$ cat src/rtl/elpr_pkg.sv
// Shared types and constants for the edge list parser with node renumbering.
// Used by every module under rtl/ but elpr_fifo; depends on nothing.
`default_nettype none

package elpr_pkg;

   // Default sizes handed down from the top level
   localparam int MAX_NODES_DEFAULT = 65536;
   localparam int CMD_DEPTH_DEFAULT = 4;
   localparam int RSP_DEPTH_DEFAULT = 4;

   // Field widths
   localparam int BYTE_W  = 8;
   localparam int ACC_W   = 18;
   localparam int RAW_W   = 17;
   localparam int DENSE_W = 16;
   localparam int KIND_W  = 2;
   localparam int CSR_IDX_W  = 1;
   localparam int CSR_DATA_W = 17;

   // Text constants
   localparam logic [BYTE_W-1:0] CHAR_ZERO = 8'd48;
   localparam logic [BYTE_W-1:0] CHAR_NINE = 8'd57;
   localparam logic [3:0]        RADIX     = 4'd10;
   localparam logic [ACC_W-1:0]  ACC_MAX   = 18'h3FFFF;

   // Result kinds
   localparam logic [KIND_W-1:0] KIND_EDGE  = 2'd0;
   localparam logic [KIND_W-1:0] KIND_ERROR = 2'd1;
   localparam logic [KIND_W-1:0] KIND_DONE  = 2'd2;

   // Register indexes
   localparam logic [CSR_IDX_W-1:0] CSR_NODE_COUNT = 1'd0;
   localparam logic [CSR_IDX_W-1:0] CSR_DIRECTED   = 1'd1;

   localparam logic [CSR_DATA_W-1:0] NODE_COUNT_RESET = 17'd65536;

   // Command from the parser front to the renumbering back
   typedef struct packed {
      logic             pair;
      logic             err;
      logic             done;
      logic [RAW_W-1:0] start_raw;
      logic [RAW_W-1:0] end_raw;
   } elpr_cmd_type;

   // One result item
   typedef struct packed {
      logic [KIND_W-1:0]  kind;
      logic [DENSE_W-1:0] source_node;
      logic [DENSE_W-1:0] target_node;
      logic               final_of_run;
   } elpr_rsp_type;

endpackage

`default_nettype wire

$ cat src/rtl/elpr_front.sv
// Parser front: turns text bytes into numbers, range checks them and
// pairs them into commands. Depends on elpr_pkg.
`default_nettype none

module elpr_front #(
   parameter int MAX_NODES = elpr_pkg::MAX_NODES_DEFAULT
) (
   input  logic                                clock,
   input  logic                                reset,
   input  logic                                accept,
   input  logic [elpr_pkg::BYTE_W-1:0]         text_byte,
   input  logic                                end_of_text,
   input  logic [elpr_pkg::CSR_DATA_W-1:0]     node_count,
   output logic                                cmd_push,
   output elpr_pkg::elpr_cmd_type              cmd_data
);

   localparam int WIDE_W = elpr_pkg::ACC_W + 4;

   logic [elpr_pkg::ACC_W-1:0] acc_ff, acc_in;
   logic                       inside_ff, inside_in;
   logic                       have_start_ff, have_start_in;
   logic [elpr_pkg::RAW_W-1:0] start_raw_ff, start_raw_in;
   logic                       stopped_ff, stopped_in;

   logic                       is_digit;
   logic [3:0]                 digit;
   logic [WIDE_W-1:0]          acc_wide;
   logic [elpr_pkg::ACC_W-1:0] acc_sat;
   logic [elpr_pkg::ACC_W-1:0] value;
   logic                       completed;
   logic                       out_of_range;
   logic                       live;

   // digit accumulate with saturation
   always_comb begin
      is_digit = (text_byte >= elpr_pkg::CHAR_ZERO) && (text_byte <= elpr_pkg::CHAR_NINE);
      digit    = 4'(text_byte - elpr_pkg::CHAR_ZERO);
      acc_wide = WIDE_W'(acc_ff) * WIDE_W'(elpr_pkg::RADIX) + WIDE_W'(digit);
      acc_sat  = (acc_wide > WIDE_W'(elpr_pkg::ACC_MAX)) ? elpr_pkg::ACC_MAX
                                                        : acc_wide[elpr_pkg::ACC_W-1:0];
      value     = is_digit ? acc_sat : acc_ff;
      completed = is_digit ? end_of_text : inside_ff;
      out_of_range = (value >= elpr_pkg::ACC_W'(node_count)) ||
                     (32'(value) >= 32'(MAX_NODES));
      live = accept && !stopped_ff;
   end

   // command out
   always_comb begin
      cmd_data.pair      = completed && !out_of_range && have_start_ff;
      cmd_data.err       = completed && out_of_range;
      cmd_data.done      = end_of_text && !(completed && out_of_range);
      cmd_data.start_raw = start_raw_ff;
      cmd_data.end_raw   = value[elpr_pkg::RAW_W-1:0];
      cmd_push = live && (cmd_data.pair || cmd_data.err || end_of_text);
   end

   // parser state update
   always_comb begin
      acc_in        = acc_ff;
      inside_in     = inside_ff;
      have_start_in = have_start_ff;
      start_raw_in  = start_raw_ff;
      stopped_in    = stopped_ff;
      if (live) begin
         if (is_digit) begin
            acc_in    = acc_sat;
            inside_in = 1'b1;
         end
         if (completed) begin
            acc_in    = '0;
            inside_in = 1'b0;
            if (out_of_range) begin
               stopped_in    = 1'b1;
               have_start_in = 1'b0;
            end else if (!have_start_ff) begin
               start_raw_in  = value[elpr_pkg::RAW_W-1:0];
               have_start_in = 1'b1;
            end else begin
               have_start_in = 1'b0;
            end
         end
         if (end_of_text && !(completed && out_of_range)) begin
            acc_in        = '0;
            inside_in     = 1'b0;
            have_start_in = 1'b0;
         end
      end
   end

   always_ff @(posedge clock) begin
      if (reset) begin
         acc_ff        <= '0;
         inside_ff     <= 1'b0;
         have_start_ff <= 1'b0;
         stopped_ff    <= 1'b0;
      end else begin
         acc_ff        <= acc_in;
         inside_ff     <= inside_in;
         have_start_ff <= have_start_in;
         stopped_ff    <= stopped_in;
      end
   end

   always_ff @(posedge clock) begin
      start_raw_ff <= start_raw_in;
   end

   // once stopped, the parser stays cleared
   a_stopped_clear: assert property (@(posedge clock) disable iff (reset)
      stopped_ff |-> (!have_start_ff && !inside_ff))
      else $error("front: stopped with a number or start pending");

   // stopping only follows an error request
   a_stop_cause: assert property (@(posedge clock) disable iff (reset)
      $rose(stopped_ff) |-> $past(cmd_push && cmd_data.err))
      else $error("front: stopped without an error request");

endmodule

`default_nettype wire

$ cat config.mk
export PLATFORM = sky130hd
export DESIGN_NAME = elpr_front
export DESIGN_NICKNAME = d
export VERILOG_FILES = /design/src/rtl/elpr_pkg.sv /design/src/rtl/elpr_front.sv
export SDC_FILE = /design/constraint.sdc
export NUM_CORES = 1
export LEC_CHECK = 0
export ABC_CLOCK_PERIOD_IN_PS = 5300
export BUFFER_PORTS_ARGS = -buffer_cell sky130_fd_sc_hd__buf_2
export CAP_MARGIN = 20
export CORE_UTILIZATION = 41
export DETAILED_ROUTE_END_ITERATION = 10
export HOLD_SLACK_MARGIN = 0.1
export PLACE_DENSITY = 0.71
export SLEW_MARGIN = 5
export SYNTH_ARGS = -nofsm -noshare
export SYNTH_HDL_FRONTEND = slang
export SYNTH_SLANG_ARGS = --single-unit
$ cat constraint.sdc
create_clock -name clock -period 5.3 [get_ports clock]
set_input_delay 0 -clock clock [delete_from_list [all_inputs] [get_ports clock]]
set_output_delay 0 -clock clock [all_outputs]
set_load 0.005 [all_outputs]
==> out/qor.csv <==
stage,metric,value,unit
critical_path,cp_cell_sequence,"ha_4, ha_4, fa_2, a211oi_4, o211ai_1, a221oi_2, xnor2_1, nand4b_1, mux2_4, nand2_2, o21ai_0, ha_1, nand2b_1, a21o_1, a21o_1, a21oi_2, nor3_1, o221a_2, o22ai_2, o221a_4, and4b_4, buf_12",
logic_synthesis,yosysTopAreaCellShare,17.63,%
logic_synthesis,ys.flop_type,dfxtp_1,
logic_synthesis,synth.largest_area_cell,ha_1,
global_route,grt.busiest_layer,met2,
logic_synthesis,synth_area_leaders,"ha_1 18%, edfxtp_1 14%, dfxtp_1 11%",
logic_synthesis,yosys_warnings,0,
critical_path,ff2ff_path_depth,22,
critical_path,crit_slowest_cell,dfxtp_4,
power,p_comb_share,13.6,%
run,drv_cap,0,
power,seqPwrFrac,52.7,%
placed_design,place.gp.congestion,0.8433,
sta,period_needed,5.134,ns
logic_synthesis,synth_nets,513,
route,drtIter0Drc,189,
sta,fmaxAchievable,194.8,MHz
power,leakage,2.237,nW
clock_tree,cts_tree,built,
floorplanning,chipHeight,96.87,um
sta,drv_slew,0,
cells_and_area,postLayoutCoreUtil,53.31,%
clock_tree,max-clock-path-buffers,2,
route,wire_per_inst,15.23,um
cells_and_area,final_area,0.004649,mm2
cells_and_area,nets,601,
logic_synthesis,syn-cell-area,0.003690,mm2
power,total_power,0.5806,mW
floorplanning,die_width,96.87,um
sta,fin_skew,0.008904,ns
critical_path,r2r-start,acc_ff[3]$_SDFFE_PP0P_,
power,pwr-share-clk,33.7,%
power,p_int,0.4307,mW
min_path,hold-path-cell-count,3,
placed_design,dp_slack,0.0005400,ns
logic_synthesis,synth-async-reset-ratio,0,%
cells_and_area,fill_cells,757,
power,switching_power,0.1500,mW
global_route,antenna_found_initial,0,
logic_synthesis,synth-edff-count,17,
sta,tightest_slew,1.075,ns
route,antenna_left,0,
global_route,grtUsageMet3,1.445,%
logic_synthesis,synth-seq-cells,38,
logic_synthesis,syn_avg_cell_area,8.581,um2
global_route,grtUsageMet1,27.63,%
power,swShare,25.82,%
placed_design,dpl_cell_area,0.004329,mm2
route,num_vias,3636,
placed_design,port_buffers,66,
status,status,"complete, no violations",
global_route,grt-ovfl-total,0,
cells_and_area,final_layout_size_suffix_gt1_share,29.48,%
logic_synthesis,seq_area_frac_synth,25.23,%
min_path,holdPathEnd,stopped_ff$_SDFFE_PP0P_,
sta,maxSlewHeadroom,27.67,%
critical_path,path_max_fanout,17,
floorplanning,num_rows,34,
critical_path,cp-start-kind,register,
route,drt-pass1-iter-count,5,
placed_design,dp_hpwl,7460,um
clock_tree,cts.sinks,38,
cells_and_area,area_growth,26.01,%
critical_path,rr_endpoint,start_raw_ff[8]$_DFFE_PP_,
floorplanning,io_pins,67,
floorplanning,dieArea,0.009383,mm2
global_route,grt_usage,19.53,%
sta,final_hold_viol_count,0,
critical_path,r2r_slack,0.17,ns
sta,worst_slack,0.1663,ns
global_route,grt_util_met2,31.58,%
logic_synthesis,synth_cells,430,
clock_tree,clk_latency,0.29,ns
critical_path,end_kind,register,
clock_tree,cts_root_buf,clkbuf_8,
route,avgViaCountPerCell,5.799,
critical_path,path_class,register to register,
clock_tree,numCtsBuffers,5,
min_path,holdCritStartpoint,accept,
floorplanning,floorplan.initialDensity,42.31,%
cells_and_area,antennaDiodeCount,0,
cells_and_area,fin_cells,627,
global_route,grt_max_degree,41,
power,powerDensity,124.9,mW/mm2
clock_tree,path_clk_slew,0.08,ns
global_route,first_global_vias,3357,
sta,finalSetupViolCount,0,
clock_tree,cts_max_level,2,
critical_path,arrival,5.14,ns
critical_path,cp.required,5.30,ns
sta,whs,0.1218,ns
global_route,grt_pass1_wl,15530,um
route,drt-total-wl,9549,um
min_path,hp-class,primary input to register,
sta,fin_crit_sh,96.86,%
sta,timing.setup.tns,0,ns
placed_design,post-place-cells,610,
critical_path,max_stage_delay,0.39,ns
logic_synthesis,ys_types,70,
floorplanning,core,0.008721,mm2
route,drc,0,
power,ir_worst_vdd,100.3,uV
[Yosys cell counts, drive strengths merged (7+ instances only)]
library cell,n
clkbuf,14
a21oi,61
dfxtp,21
nor2,38
o211ai,9
xor2,13
inv,26
nor3,7
nand4,7
nand3,10
ha,52
o21ai,13
edfxtp,17
o22a,13
a21o,9
nand2,22
[layout by cell type, fill, tap and decap left out, types with 7 or more instances in the layout]
master and count:
a21o_1 9, a21oi_1 57, buf_2 66, buf_4 28
dfxtp_1 16, edfxtp_1 17, ha_1 40, ha_4 8
inv_1 26, nand2_1 21, nand3_1 10, nand4_1 7
nor2_1 37, nor3_1 7, o211ai_1 7, o22a_1 13
xor2_1 13
[final cells by class]
type | instances | area [um2] | share of cell area, %
Sequential cell | 38 | 942.2 | 20.26
Inverter | 26 | 97.59 | 2.099
Tap cell | 108 | 135.1 | 2.906
Clock buffer | 5 | 68.82 | 1.480
Timing Repair Buffer | 98 | 601.8 | 12.94
Clock inverter | 3 | 16.27 | 0.3498
Multi-Input combinational cell | 349 | 2788 | 59.96
[flip-flops by register name, summed over array words and instances (netlist names)]
register	cells
start_raw_ff	17
stopped_ff	1
inside_ff	1
have_start_ff	1
acc_ff	18
[worst max path at each step]
stage	start	endpoint	slack (ns)	depth (start not counted)
2_1_floorplan	acc_ff[3]$_SDFFE_PP0P_	start_raw_ff[0]$_DFFE_PP_	0.02	24
3_3_place_gp	acc_ff[3]$_SDFFE_PP0P_	start_raw_ff[1]$_DFFE_PP_	0.07	22
3_5_place_dp	acc_ff[3]$_SDFFE_PP0P_	start_raw_ff[1]$_DFFE_PP_	0.0005	22
4_1_cts	acc_ff[3]$_SDFFE_PP0P_	cmd_data[36]	0.01	23
5_1_grt	acc_ff[3]$_SDFFE_PP0P_	cmd_data[36]	-0.03	20
6_report	acc_ff[3]$_SDFFE_PP0P_	start_raw_ff[8]$_DFFE_PP_	0.17	22
[layer usage]
metal	wire length (um)	up-vias
met4	231	0
met2	4415	102
li1	-	1796
met5	0	-
met1	4544	1726
met3	357	12
[power by group through the flow]
stage / Combinational, mW / Sequential, mW / Clock [mW]
after floorplan: 0.0434 / 0.314 / 0
after global placement: 0.0715 / 0.314 / 0
after detailed placement: 0.0738 / 0.314 / 0
after CTS: 0.0753 / 0.307 / 0.197
after global routing: 0.0879 / 0.306 / 0.212
final: 0.0787 / 0.306 / 0.196
[kinds of logic after synthesis]
kind of cell,count (synthesis),synth area share [%]
DFF,38,25.23
and+or+nand+nor,128,18.62
buffers and inverters,43,4.442
xor gates and xnor gates,19,4.510
AOI/OAI and AO/OA,146,27.91
adders and majority gates,54,18.72
muxes,2,0.5765
[critical path, delay by kind of cell (launching register included)]
kind,cells,cell delay [ns]
AOI/OAI and AO/OA,10,2.04
adders and majority gates,4,1.02
and+or+nand+nor,5,0.69
DFF,1,0.39
muxes,1,0.37
xor gates and xnor gates,1,0.20
buffers and inverters,1,0.15
[what timing repair did]
action                                 in CTS  in global routing
hold buffers                                1                  0
resized for setup                           0                 33
setup endpoints to repair                  17                 21
pin swaps                                   0                 16
endpoints found under the hold margin       1                  0
buffers inserted                            1                  7
(Power assumes the default switching activity.)
