[src/rtl/elpr_fifo.sv]
// Small first-in first-out queue of any packed item type.
// Depends on nothing but its parameters.
`default_nettype none

module elpr_fifo #(
   parameter type item_type = logic,
   parameter int  DEPTH     = 4
) (
   input  logic     clock,
   input  logic     reset,
   input  logic     push,
   input  item_type push_data,
   output logic     full,
   input  logic     pop,
   output item_type pop_data,
   output logic     empty
);

   localparam int PTR_W = (DEPTH > 1) ? $clog2(DEPTH) : 1;
   localparam int CNT_W = $clog2(DEPTH + 1);

   item_type         mem_ff [DEPTH];
   logic [PTR_W-1:0] wr_ptr_ff, wr_ptr_in;
   logic [PTR_W-1:0] rd_ptr_ff, rd_ptr_in;
   logic [CNT_W-1:0] count_ff, count_in;
   logic             do_push, do_pop;

   assign full     = (count_ff == CNT_W'(DEPTH));
   assign empty    = (count_ff == '0);
   assign pop_data = mem_ff[rd_ptr_ff];
   assign do_push  = push && !full;
   assign do_pop   = pop && !empty;

   // pointer and count update
   always_comb begin
      wr_ptr_in = wr_ptr_ff;
      rd_ptr_in = rd_ptr_ff;
      count_in  = count_ff;
      if (do_push) begin
         wr_ptr_in = (wr_ptr_ff == PTR_W'(DEPTH - 1)) ? '0 : wr_ptr_ff + 1'b1;
      end
      if (do_pop) begin
         rd_ptr_in = (rd_ptr_ff == PTR_W'(DEPTH - 1)) ? '0 : rd_ptr_ff + 1'b1;
      end
      if (do_push && !do_pop) begin
         count_in = count_ff + 1'b1;
      end else if (do_pop && !do_push) begin
         count_in = count_ff - 1'b1;
      end
   end

   always_ff @(posedge clock) begin
      if (reset) begin
         wr_ptr_ff <= '0;
         rd_ptr_ff <= '0;
         count_ff  <= '0;
      end else begin
         wr_ptr_ff <= wr_ptr_in;
         rd_ptr_ff <= rd_ptr_in;
         count_ff  <= count_in;
      end
   end

   // storage, no reset
   always_ff @(posedge clock) begin
      if (do_push) begin
         mem_ff[wr_ptr_ff] <= push_data;
      end
   end

endmodule

`default_nettype wire

[config.mk]
export PLATFORM = sky130hd
export DESIGN_NAME = elpr_fifo
export DESIGN_NICKNAME = d
export VERILOG_FILES = /design/src/rtl/elpr_fifo.sv
export SDC_FILE = /design/constraint.sdc
export NUM_CORES = 1
export LEC_CHECK = 0
export BUFFER_PORTS_ARGS = -buffer_cell sky130_fd_sc_hd__buf_2
export CORE_MARGIN = 4
export CORE_UTILIZATION = 30
export CTS_CLUSTER_SIZE = 10
export DETAILED_ROUTE_END_ITERATION = 8
export GPL_ROUTABILITY_DRIVEN = 0
export PLACE_DENSITY_LB_ADDON = 0.1
export SYNTH_ARGS = -nofsm -noshare
export SYNTH_HDL_FRONTEND = slang
export SYNTH_SLANG_ARGS = --single-unit
[constraint.sdc]
create_clock -name clock -period 2.72 [get_ports clock]
set_input_delay 0 -clock clock [delete_from_list [all_inputs] [get_ports clock]]
set_output_delay 0 -clock clock [all_outputs]
set_load 0.1 [all_outputs]
==> flow_metrics.tcl, run 1 <==
set metrics [dict create \
    run_status "complete, no violations" \
    core_um2 2002 \
    final.setup.tns_ps 0 \
    slew_headroom_pct 67.84 \
    routed_wl_um 947 \
    syn_nets 67 \
    clock_skew_ps 0.6436 \
    rows 16 \
    critPathRequiredTime_ps 2920 \
    worstSetupPathType "reg -> reg" \
    io_pins 8 \
    p_per_area_nw_per_um2 1012 \
    wl_per_cell_um 10.29 \
    antenna_found_initial 0 \
    drive_gt1_share_pct 24.62 \
    die_h_um 54.39 \
    cts_buffer_depth 2 \
    grt_pass1_vias 373 \
    slew_violations 0 \
    track_usage_pct 7.828 \
    grt-ovfl-total 0 \
    min_path_type "in -> reg" \
    yosysUniqueCellTypes 24 \
    finalWorstPathRequiredPeriod_ps 2278 \
    grt_max_degree 9 \
    met2_length_um 448 \
    drt-vias-per-instance 4.413 \
    clk_latency_ps 260 \
    grt_pass1_wl_mm 1.566 \
    critPathArrivalTime_ps 2480 \
    die_width_um 54.39 \
    fin_nets 78 \
    cts_hold_buf 1 \
    cp_max_fo 7 \
    ys_seq_area_share_pct 46.51 \
    fmax_ghz 0.4390 \
    cts.sinks 13 \
    max_stage_delay_ps 460 \
    worst_path_max_delay_cell "dfxtp_1" \
    first_pass_iters 4 \
    max-vdd-ir-drop_v 0.0004045 \
    rsz0062_at_grt "false" \
    drc 0 \
    postRouteAntennaNets 0 \
    cts_tree "done" \
    syn-instance-count 55 \
    tightest_slew_ps 485.8 \
    wl_met3_um 31 \
    finalCritPeriodShare_pct 83.75 \
    start_util_pct 32.25 \
    p_leak_uw 0.0003263 \
    die_area_um2 2958 \
    synth_area_um2 645.6 \
    h-tree-depth 1 \
    cts-root-buf "clkbuf_4" \
    drv_cap 0 \
    avgSynthCellArea_um2 11.74 \
    worstPathCellList "or3b_1 > clkinv_4 > nor2_2 > ha_1 > inv_1 > fa_1 > xor2_1 > or3_1 > a21oi_1" \
    port_buffers 7 \
    post-cts-setup-buffers 0 \
    synth_warnings 0 \
    final_area_um2 735.7 \
    setup_viol 0 \
    synth_seq_cells 13 \
    wl_met1_um 445 \
    drt-initial-drc-count 3 \
    cp-end-kind "register" \
    numCtsBuffers 3 \
    num_vias 406 \
    place_area_um2 699.4 \
    syn_to_final_growth_pct 13.95 \
    cts_resized 0 \
    routed.top_layer "met4" \
    clkSlewWorstSetupHoldPaths_ps 80 \
    startpoint_type "register" \
    insertedDiodeCount 0 \
    hold_violations 0 \
]
critical path: cells and delay by family, from the launching register on:
family / cells / cell delay, ps
AOI/OAI and AO/OA: 1 / 140
xor gates and xnor gates: 1 / 160
adders and majority gates: 2 / 570
buffers and inverters: 2 / 140
DFF: 1 / 460
and+or+nand+nor: 3 / 760
final cells by class:
cell class                 count  area (um^2)
multi-input combinational     35        292.8
inverter                       5        37.54
clock buffer                   4        26.28
fill                         218         1266
timing repair buffer           8        45.04
sequential                    13        300.3
tap                           27        33.78
cell usage after synthesis:
master,instances,area (um^2)
nand3_1,2,10.01
clkinv_4,1,8.760
nor3_1,2,10.01
o21ai_0,1,5.000
a21oi_1,3,15.01
o21ai_1,1,5.000
mux4_2,1,22.52
mux2i_1,2,20.02
and3_1,4,25.02
nor2_1,3,11.26
inv_1,3,11.26
or3b_1,1,8.760
dfxtp_1,9,180.2
clkbuf_1,1,3.750
ha_1,6,75.07
bufinv_8,1,17.52
buf_6,1,11.26
o31ai_2,2,25.02
edfxtp_1,4,120.1
or3_1,2,12.51
xor2_1,2,17.52
fa_1,1,20.02
nand2_1,1,3.750
nor2_2,1,6.260
per-stage QoR:
step / total power (uW) / setup slack (ps) / instances / utilization, % / hold WS, ps
final: 744.6 / 442.1 / 92 / 36.75 / 20.58
after global routing: 798.0 / 287.4 / 92 / 36.75 / 22.43
after CTS: 755.3 / 433.3 / 92 / 36.75 / 12.62
after detailed placement: 634.9 / 466.5 / 87 / 34.94 / 227.6
after global placement: 636.7 / 483.6 / 87 / 34.94 / 231.1
after floorplan: 589.7 / 280.4 / 55 / - / 98.87
report_power, final:
group          internal, uW  switching [uW]
clock network          56.6            59.1
registers               243            39.2
logic                   106             241
cell usage in the layout, fill, tap and decap left out, types with 2 or more instances in the layout:
| master | n |
|---|---|
| nor3_1 | 2 |
| xor2_1 | 2 |
| o31ai_2 | 2 |
| and3_1 | 4 |
| buf_2 | 7 |
| ha_1 | 6 |
| mux2i_1 | 2 |
| nor2_1 | 3 |
| dfxtp_1 | 9 |
| nand3_1 | 2 |
| edfxtp_1 | 4 |
| clkbuf_4 | 3 |
| inv_1 | 3 |
| a21oi_1 | 3 |
| or3_1 | 2 |
cells by family after synthesis:
family / count (synthesis) / synth area share (%)
AO/OA/AOI/OAI: 7 / 7.749
XOR/XNOR: 2 / 2.714
adder cells (fa/ha/maj): 7 / 14.73
buffers and inverters: 7 / 8.139
flip-flops: 13 / 46.51
multiplexers: 3 / 6.589
AND/OR/NAND/NOR: 16 / 13.57
layer usage:
metal	up-vias	global-route usage [%]
met2	6	11.35
met4	0	6.224
met1	185	9.421
li1	213	-
met5	-	0
met3	2	2.452
final timing paths:
check,end,slack (ps),startpoint,depth (start not counted)
min,wr_ptr_ff[1],20,reset,2
max,count_ff[2],440,count_ff[0],9
min reg2reg,rd_ptr_ff[0],500,rd_ptr_ff[0],2
max reg2reg,count_ff[2],440,count_ff[0],9
No activity file was read; power rests on OpenSTA's default activity.
==> run 2: changes to the inputs <==
- clock period: 2.72 -> 2.2 ns (I/O delays scaled with it)
==> run 2 against run 1 <==
Final cell count up 6.5%. Hold slack worse by 13 ps. Fmax up 11%. Largest power group unchanged.
==> flow_metrics.tcl, run 2 (same netlist as run 1, synthesis figures left out) <==
set metrics [dict create \
    run_status "complete, no violations" \
    insertedDiodeCount 0 \
    io_pins 8 \
    critPathBufInv 2 \
    critPathRequiredTime_ps 2410 \
    track_usage_pct 9.081 \
    hold_violations 0 \
    cp-endpoint "count_ff[2]" \
    die_area_um2 2958 \
    final_cell_mix "8 x dfxtp_1, 7 x buf_2, 6 x buf_4" \
    r2r_end "count_ff[2]" \
    die_h_um 54.39 \
    rr_worst_depth 9 \
    place_area_um2 757.0 \
    grt-ovfl-total 0 \
    drive_gt1_share_pct 38.03 \
    num-fill-cells 212 \
    wl_per_cell_um 10.40 \
    critPathArrivalTime_ps 2270 \
    cp-end-kind "register" \
    drv_cap 0 \
    antenna_found_initial 0 \
    grt_max_degree 9 \
    max-vdd-ir-drop_v 0.0005922 \
    layout.cells.non_filler 98 \
    fin_nets 84 \
    max_stage_delay_ps 370 \
    postRouteAntennaNets 0 \
    drt-vias-per-instance 4.459 \
    p_leak_uw 0.0003653 \
    core_um2 2002 \
    start_util_pct 32.25 \
    grt_pass1_vias 454 \
    tightest_slew_ps 488.1 \
    clk_latency_ps 270 \
    finalPower_uw 1007 \
    clock_skew_ps 3.601 \
    cp_max_fo 3 \
    port_buffers 7 \
    grt_pass1_wl_mm 1.849 \
    startpoint_type "register" \
    post-place-cells 93 \
    min_path_type "in -> reg" \
    p_per_area_nw_per_um2 1244 \
    h-tree-depth 1 \
    routed_wl_mm 1.019 \
    num_vias 437 \
    utilization_pct 40.44 \
    cts_tree "done" \
    final.setup.tns_ps 0 \
    worstSetupPathType "reg -> reg" \
    rsz0062_at_grt "false" \
    cts-root-buf "clkbuf_4" \
    dpl.hpwl_um 824.9 \
    worstReg2RegStart "count_ff[2]" \
    finalWorstPathRequiredPeriod_ps 2057 \
    crit_family "simple AND/OR/NAND/NOR gates" \
    setup_viol 0 \
    syn_to_final_growth_pct 25.39 \
    numCtsBuffers 3 \
    drt-initial-drc-count 2 \
    first_pass_iters 4 \
    cts_buffer_depth 2 \
    critical_path_depth 9 \
    finalCritPeriodShare_pct 93.48 \
    rows 16 \
    worstPathCellList "or3b_4 > clkinv_8 > nor2_2 > ha_2 > inv_1 > fa_1 > xor2_1 > or3_1 > a21oi_1" \
    drc 0 \
    fmax_ghz 0.4862 \
    die_width_um 54.39 \
    slew_violations 0 \
    r2r_setup_slack_ps 140 \
    slew_headroom_pct 67.68 \
    cts.sinks 13 \
    final_area_um2 809.5 \
    crit_start "count_ff[2]" \
    layout_commonest_cell "dfxtp_1" \
    worst_path_max_delay_cell "fa_1" \
    clkSlewWorstSetupHoldPaths_ps 80 \
]
[run 2: worst min path at each step]
| stage | startpoint | end | slack, ps | cells after the start |
|---|---|---|---|---|
| final | reset | count_ff[2] | 7 | 2 |
| after global routing | reset | count_ff[2] | 10 | 2 |
| after CTS | reset | count_ff[2] | 8 | 2 |
| after detailed placement | push_data | mem_ff[2] | 230 | 1 |
| after global placement | push_data | mem_ff[2] | 220 | 1 |
| after floorplan | push_data | mem_ff[0] | 100 | 0 |
[run 2: metal layers]
layer,vias up,GRT usage [%],share of wire (%)
met5,-,0,0
met4,0,4.979,0
met3,0,4.087,3.3
met2,8,14.94,54
met1,205,9.603,43
li1,224,-,-
[run 2: area by class of cell]
type	count	area, um^2	area share (%)
Clock buffer	3	22.52	2.782
Clock inverter	1	5.005	0.6182
Inverter	5	45.04	5.564
Multi-Input combinational cell	35	311.5	38.49
Sequential cell	13	301.5	37.25
Tap cell	27	33.78	4.173
Timing Repair Buffer	14	90.09	11.13
[run 2: metrics by stage]
step	setup WS, ps	hold slack (ps)
after floorplan	0.9017	98.87
after global routing	22.94	9.816
final	143.4	7.205
after global placement	96.33	223.4
after detailed placement	82.13	228.5
after CTS	52.30	7.617
[run 2: report_power, final]
group,leakage (uW),switching [uW],internal (uW)
combinational,0.000237,337,189
sequential,0.000111,35.3,303
clock,0.0000177,75.8,67.3
[run 2: what timing repair did]
item                                   4_1_cts  5_1_grt
setup buffers                                0        0
gates resized for setup                      0        4
hold buffers                                 1        0
endpoints found under the hold margin        4        0
setup endpoints to repair                    0        1
==> run 3: changes to the inputs <==
- CORE_AREA: default -> 4 4 41 43
- CORE_MARGIN: 4 -> default
- CORE_UTILIZATION: 30 -> default
- DIE_AREA: default -> 0 0 45 47
==> run 3 against run 2 <==
Clock power about the same. Count of clock-buffer cells in the layout up 1. Highest routed layer unchanged. Global-route usage up 2.4 points. Critical endpoint unchanged.
==> flow_metrics.tcl, run 3 (same netlist as run 1, synthesis figures left out) <==
set metrics [dict create \
    cp_max_fo 3 \
    numCtsBuffers 3 \
    worstSetupPathType "reg -> reg" \
    finalCritPeriodShare_pct 92.42 \
    hold_violations 0 \
    port_buffers 7 \
    cts-root-buf "clkbuf_4" \
    p_clk_share_pct 14.4 \
    dpl_worst_slack_ps 84.88 \
    power.internal_uw 546.7 \
    track_usage_pct 11.45 \
    core_um2 1301 \
    fin_nets 83 \
    max-vdd-ir-drop_v 0.0008084 \
    cp-end-kind "register" \
    drt-vias-per-instance 5.035 \
    insertedDiodeCount 0 \
    p_sw_uw 434.1 \
    post-place-cells 80 \
    routed_wl_um 934 \
    drive_gt1_share_pct 32.86 \
    clkSlewWorstSetupHoldPaths_ps 80 \
    crit_start "count_ff[2]" \
    layout.cells.non_filler 85 \
    cp-endpoint "count_ff[2]" \
    final_area_um2 773.2 \
    grt_pass1_wl_mm 1.725 \
    layout_commonest_cell "dfxtp_1" \
    final.setup.tns_ps 0 \
    drv_cap 0 \
    tightest_slew_ps 488.1 \
    p_leak_uw 0.0003570 \
    r2r_end "count_ff[2]" \
    wl_per_cell_um 10.99 \
    min_path_type "in -> reg" \
    p_per_area_nw_per_um2 1269 \
    io_pins 8 \
    drt-initial-drc-count 11 \
    cts_buffer_depth 2 \
    r2r_setup_slack_ps 170 \
    startpoint_type "register" \
    die_width_um 45 \
    slew_headroom_pct 67.69 \
    finalPower_uw 980.9 \
    rows 13 \
    power_frac_seq_pct 34.1 \
    finalWorstPathRequiredPeriod_ps 2033 \
    setup_viol 0 \
    clock_skew_ps 3.155 \
    run_status "complete, no violations" \
    critPathRequiredTime_ps 2400 \
    dpl.hpwl_um 761.8 \
    grt-ovfl-total 0 \
    place_area_um2 734.5 \
    die_area_um2 2115 \
    rr_worst_depth 9 \
    slew_violations 0 \
    start_util_pct 49.62 \
    rsz0062_at_grt "false" \
    first_pass_iters 4 \
    postRouteAntennaNets 0 \
    drc 0 \
    grt_max_degree 9 \
    clk_latency_ps 270 \
    antenna_found_initial 0 \
    cts_tree "done" \
    final_cell_mix "9 x dfxtp_1, 7 x buf_2, 6 x ha_1" \
    fmax_ghz 0.4918 \
    worst_slack_ps 166.7 \
    h-tree-depth 1 \
    critPathArrivalTime_ps 2240 \
    worstReg2RegStart "count_ff[2]" \
    power_frac_comb_pct 51.5 \
    die_h_um 47 \
    grt_pass1_vias 432 \
    syn_to_final_growth_pct 19.77 \
    num_vias 428 \
    p_sw_share_pct 44.26 \
    cts.sinks 13 \
]
[run 3: cell count changes in the layout (fill, tap and decap cells not counted), sizes merged]
cell / delta
buf: -1
clkbuf: +1
clkinv: -1
[run 3: cell type report]
cell class | count | area [um^2]
multi-input combinational | 35 | 300.3
sequential | 13 | 300.3
inverter | 5 | 45.04
clock buffer | 4 | 26.28
tap | 15 | 18.77
timing repair buffer | 13 | 82.58
fill | 124 | 528.0
[run 3: worst min-delay path by stage]
| stage | from | end | slack (ps) | depth (start not counted) |
|---|---|---|---|---|
| final | reset | count_ff[2] | 10 | 2 |
| after CTS | reset | count_ff[2] | 0.7 | 2 |
| after floorplan | push_data | mem_ff[0] | 100 | 0 |
| after detailed placement | push_data | mem_ff[3] | 230 | 1 |
| after global routing | reset | count_ff[2] | 4 | 2 |
| after global placement | push_data | mem_ff[2] | 220 | 1 |
[run 3: worst max-delay path, cell delays in order, from the launching register on]
cell      delay (ps)
dfxtp_1          310
or3b_4           270
clkinv_8          50
nor2_2           120
ha_1             200
inv_1             60
fa_1             370
xor2_1           150
or3_1            300
a21oi_1          130
[run 3: routing by layer]
metal	track usage, %	routed length (um)
met1	14.18	464
met5	0	0
met2	18.36	438
met3	3.448	31
met4	5.263	0
[run 3: stage by stage]
stage / hold slack (ps) / utilization, %
after floorplan: 98.87 / -
after global placement: 224.8 / 56.44
after detailed placement: 227.2 / 56.44
after CTS: 0.7301 / 59.23
after global routing: 4.091 / 59.42
final: 10.86 / 59.42
[run 3: what timing repair did]
item | 4_1_cts | 5_1_grt
hold buffers | 1 | 0
endpoints found under the hold margin | 4 | 0
setup buffers | 0 | 0
endpoints found under the setup margin | 0 | 1
gates resized for setup | 0 | 1
[run 3: power groups by stage]
stage                     Clock (uW)  Sequential, uW  Combinational (uW)
after global placement             0             339                 496
after floorplan                    0             348                 394
final                            142             334                 505
after detailed placement           0             340                 503
after global routing             158             343                 562
after CTS                        149             335                 506
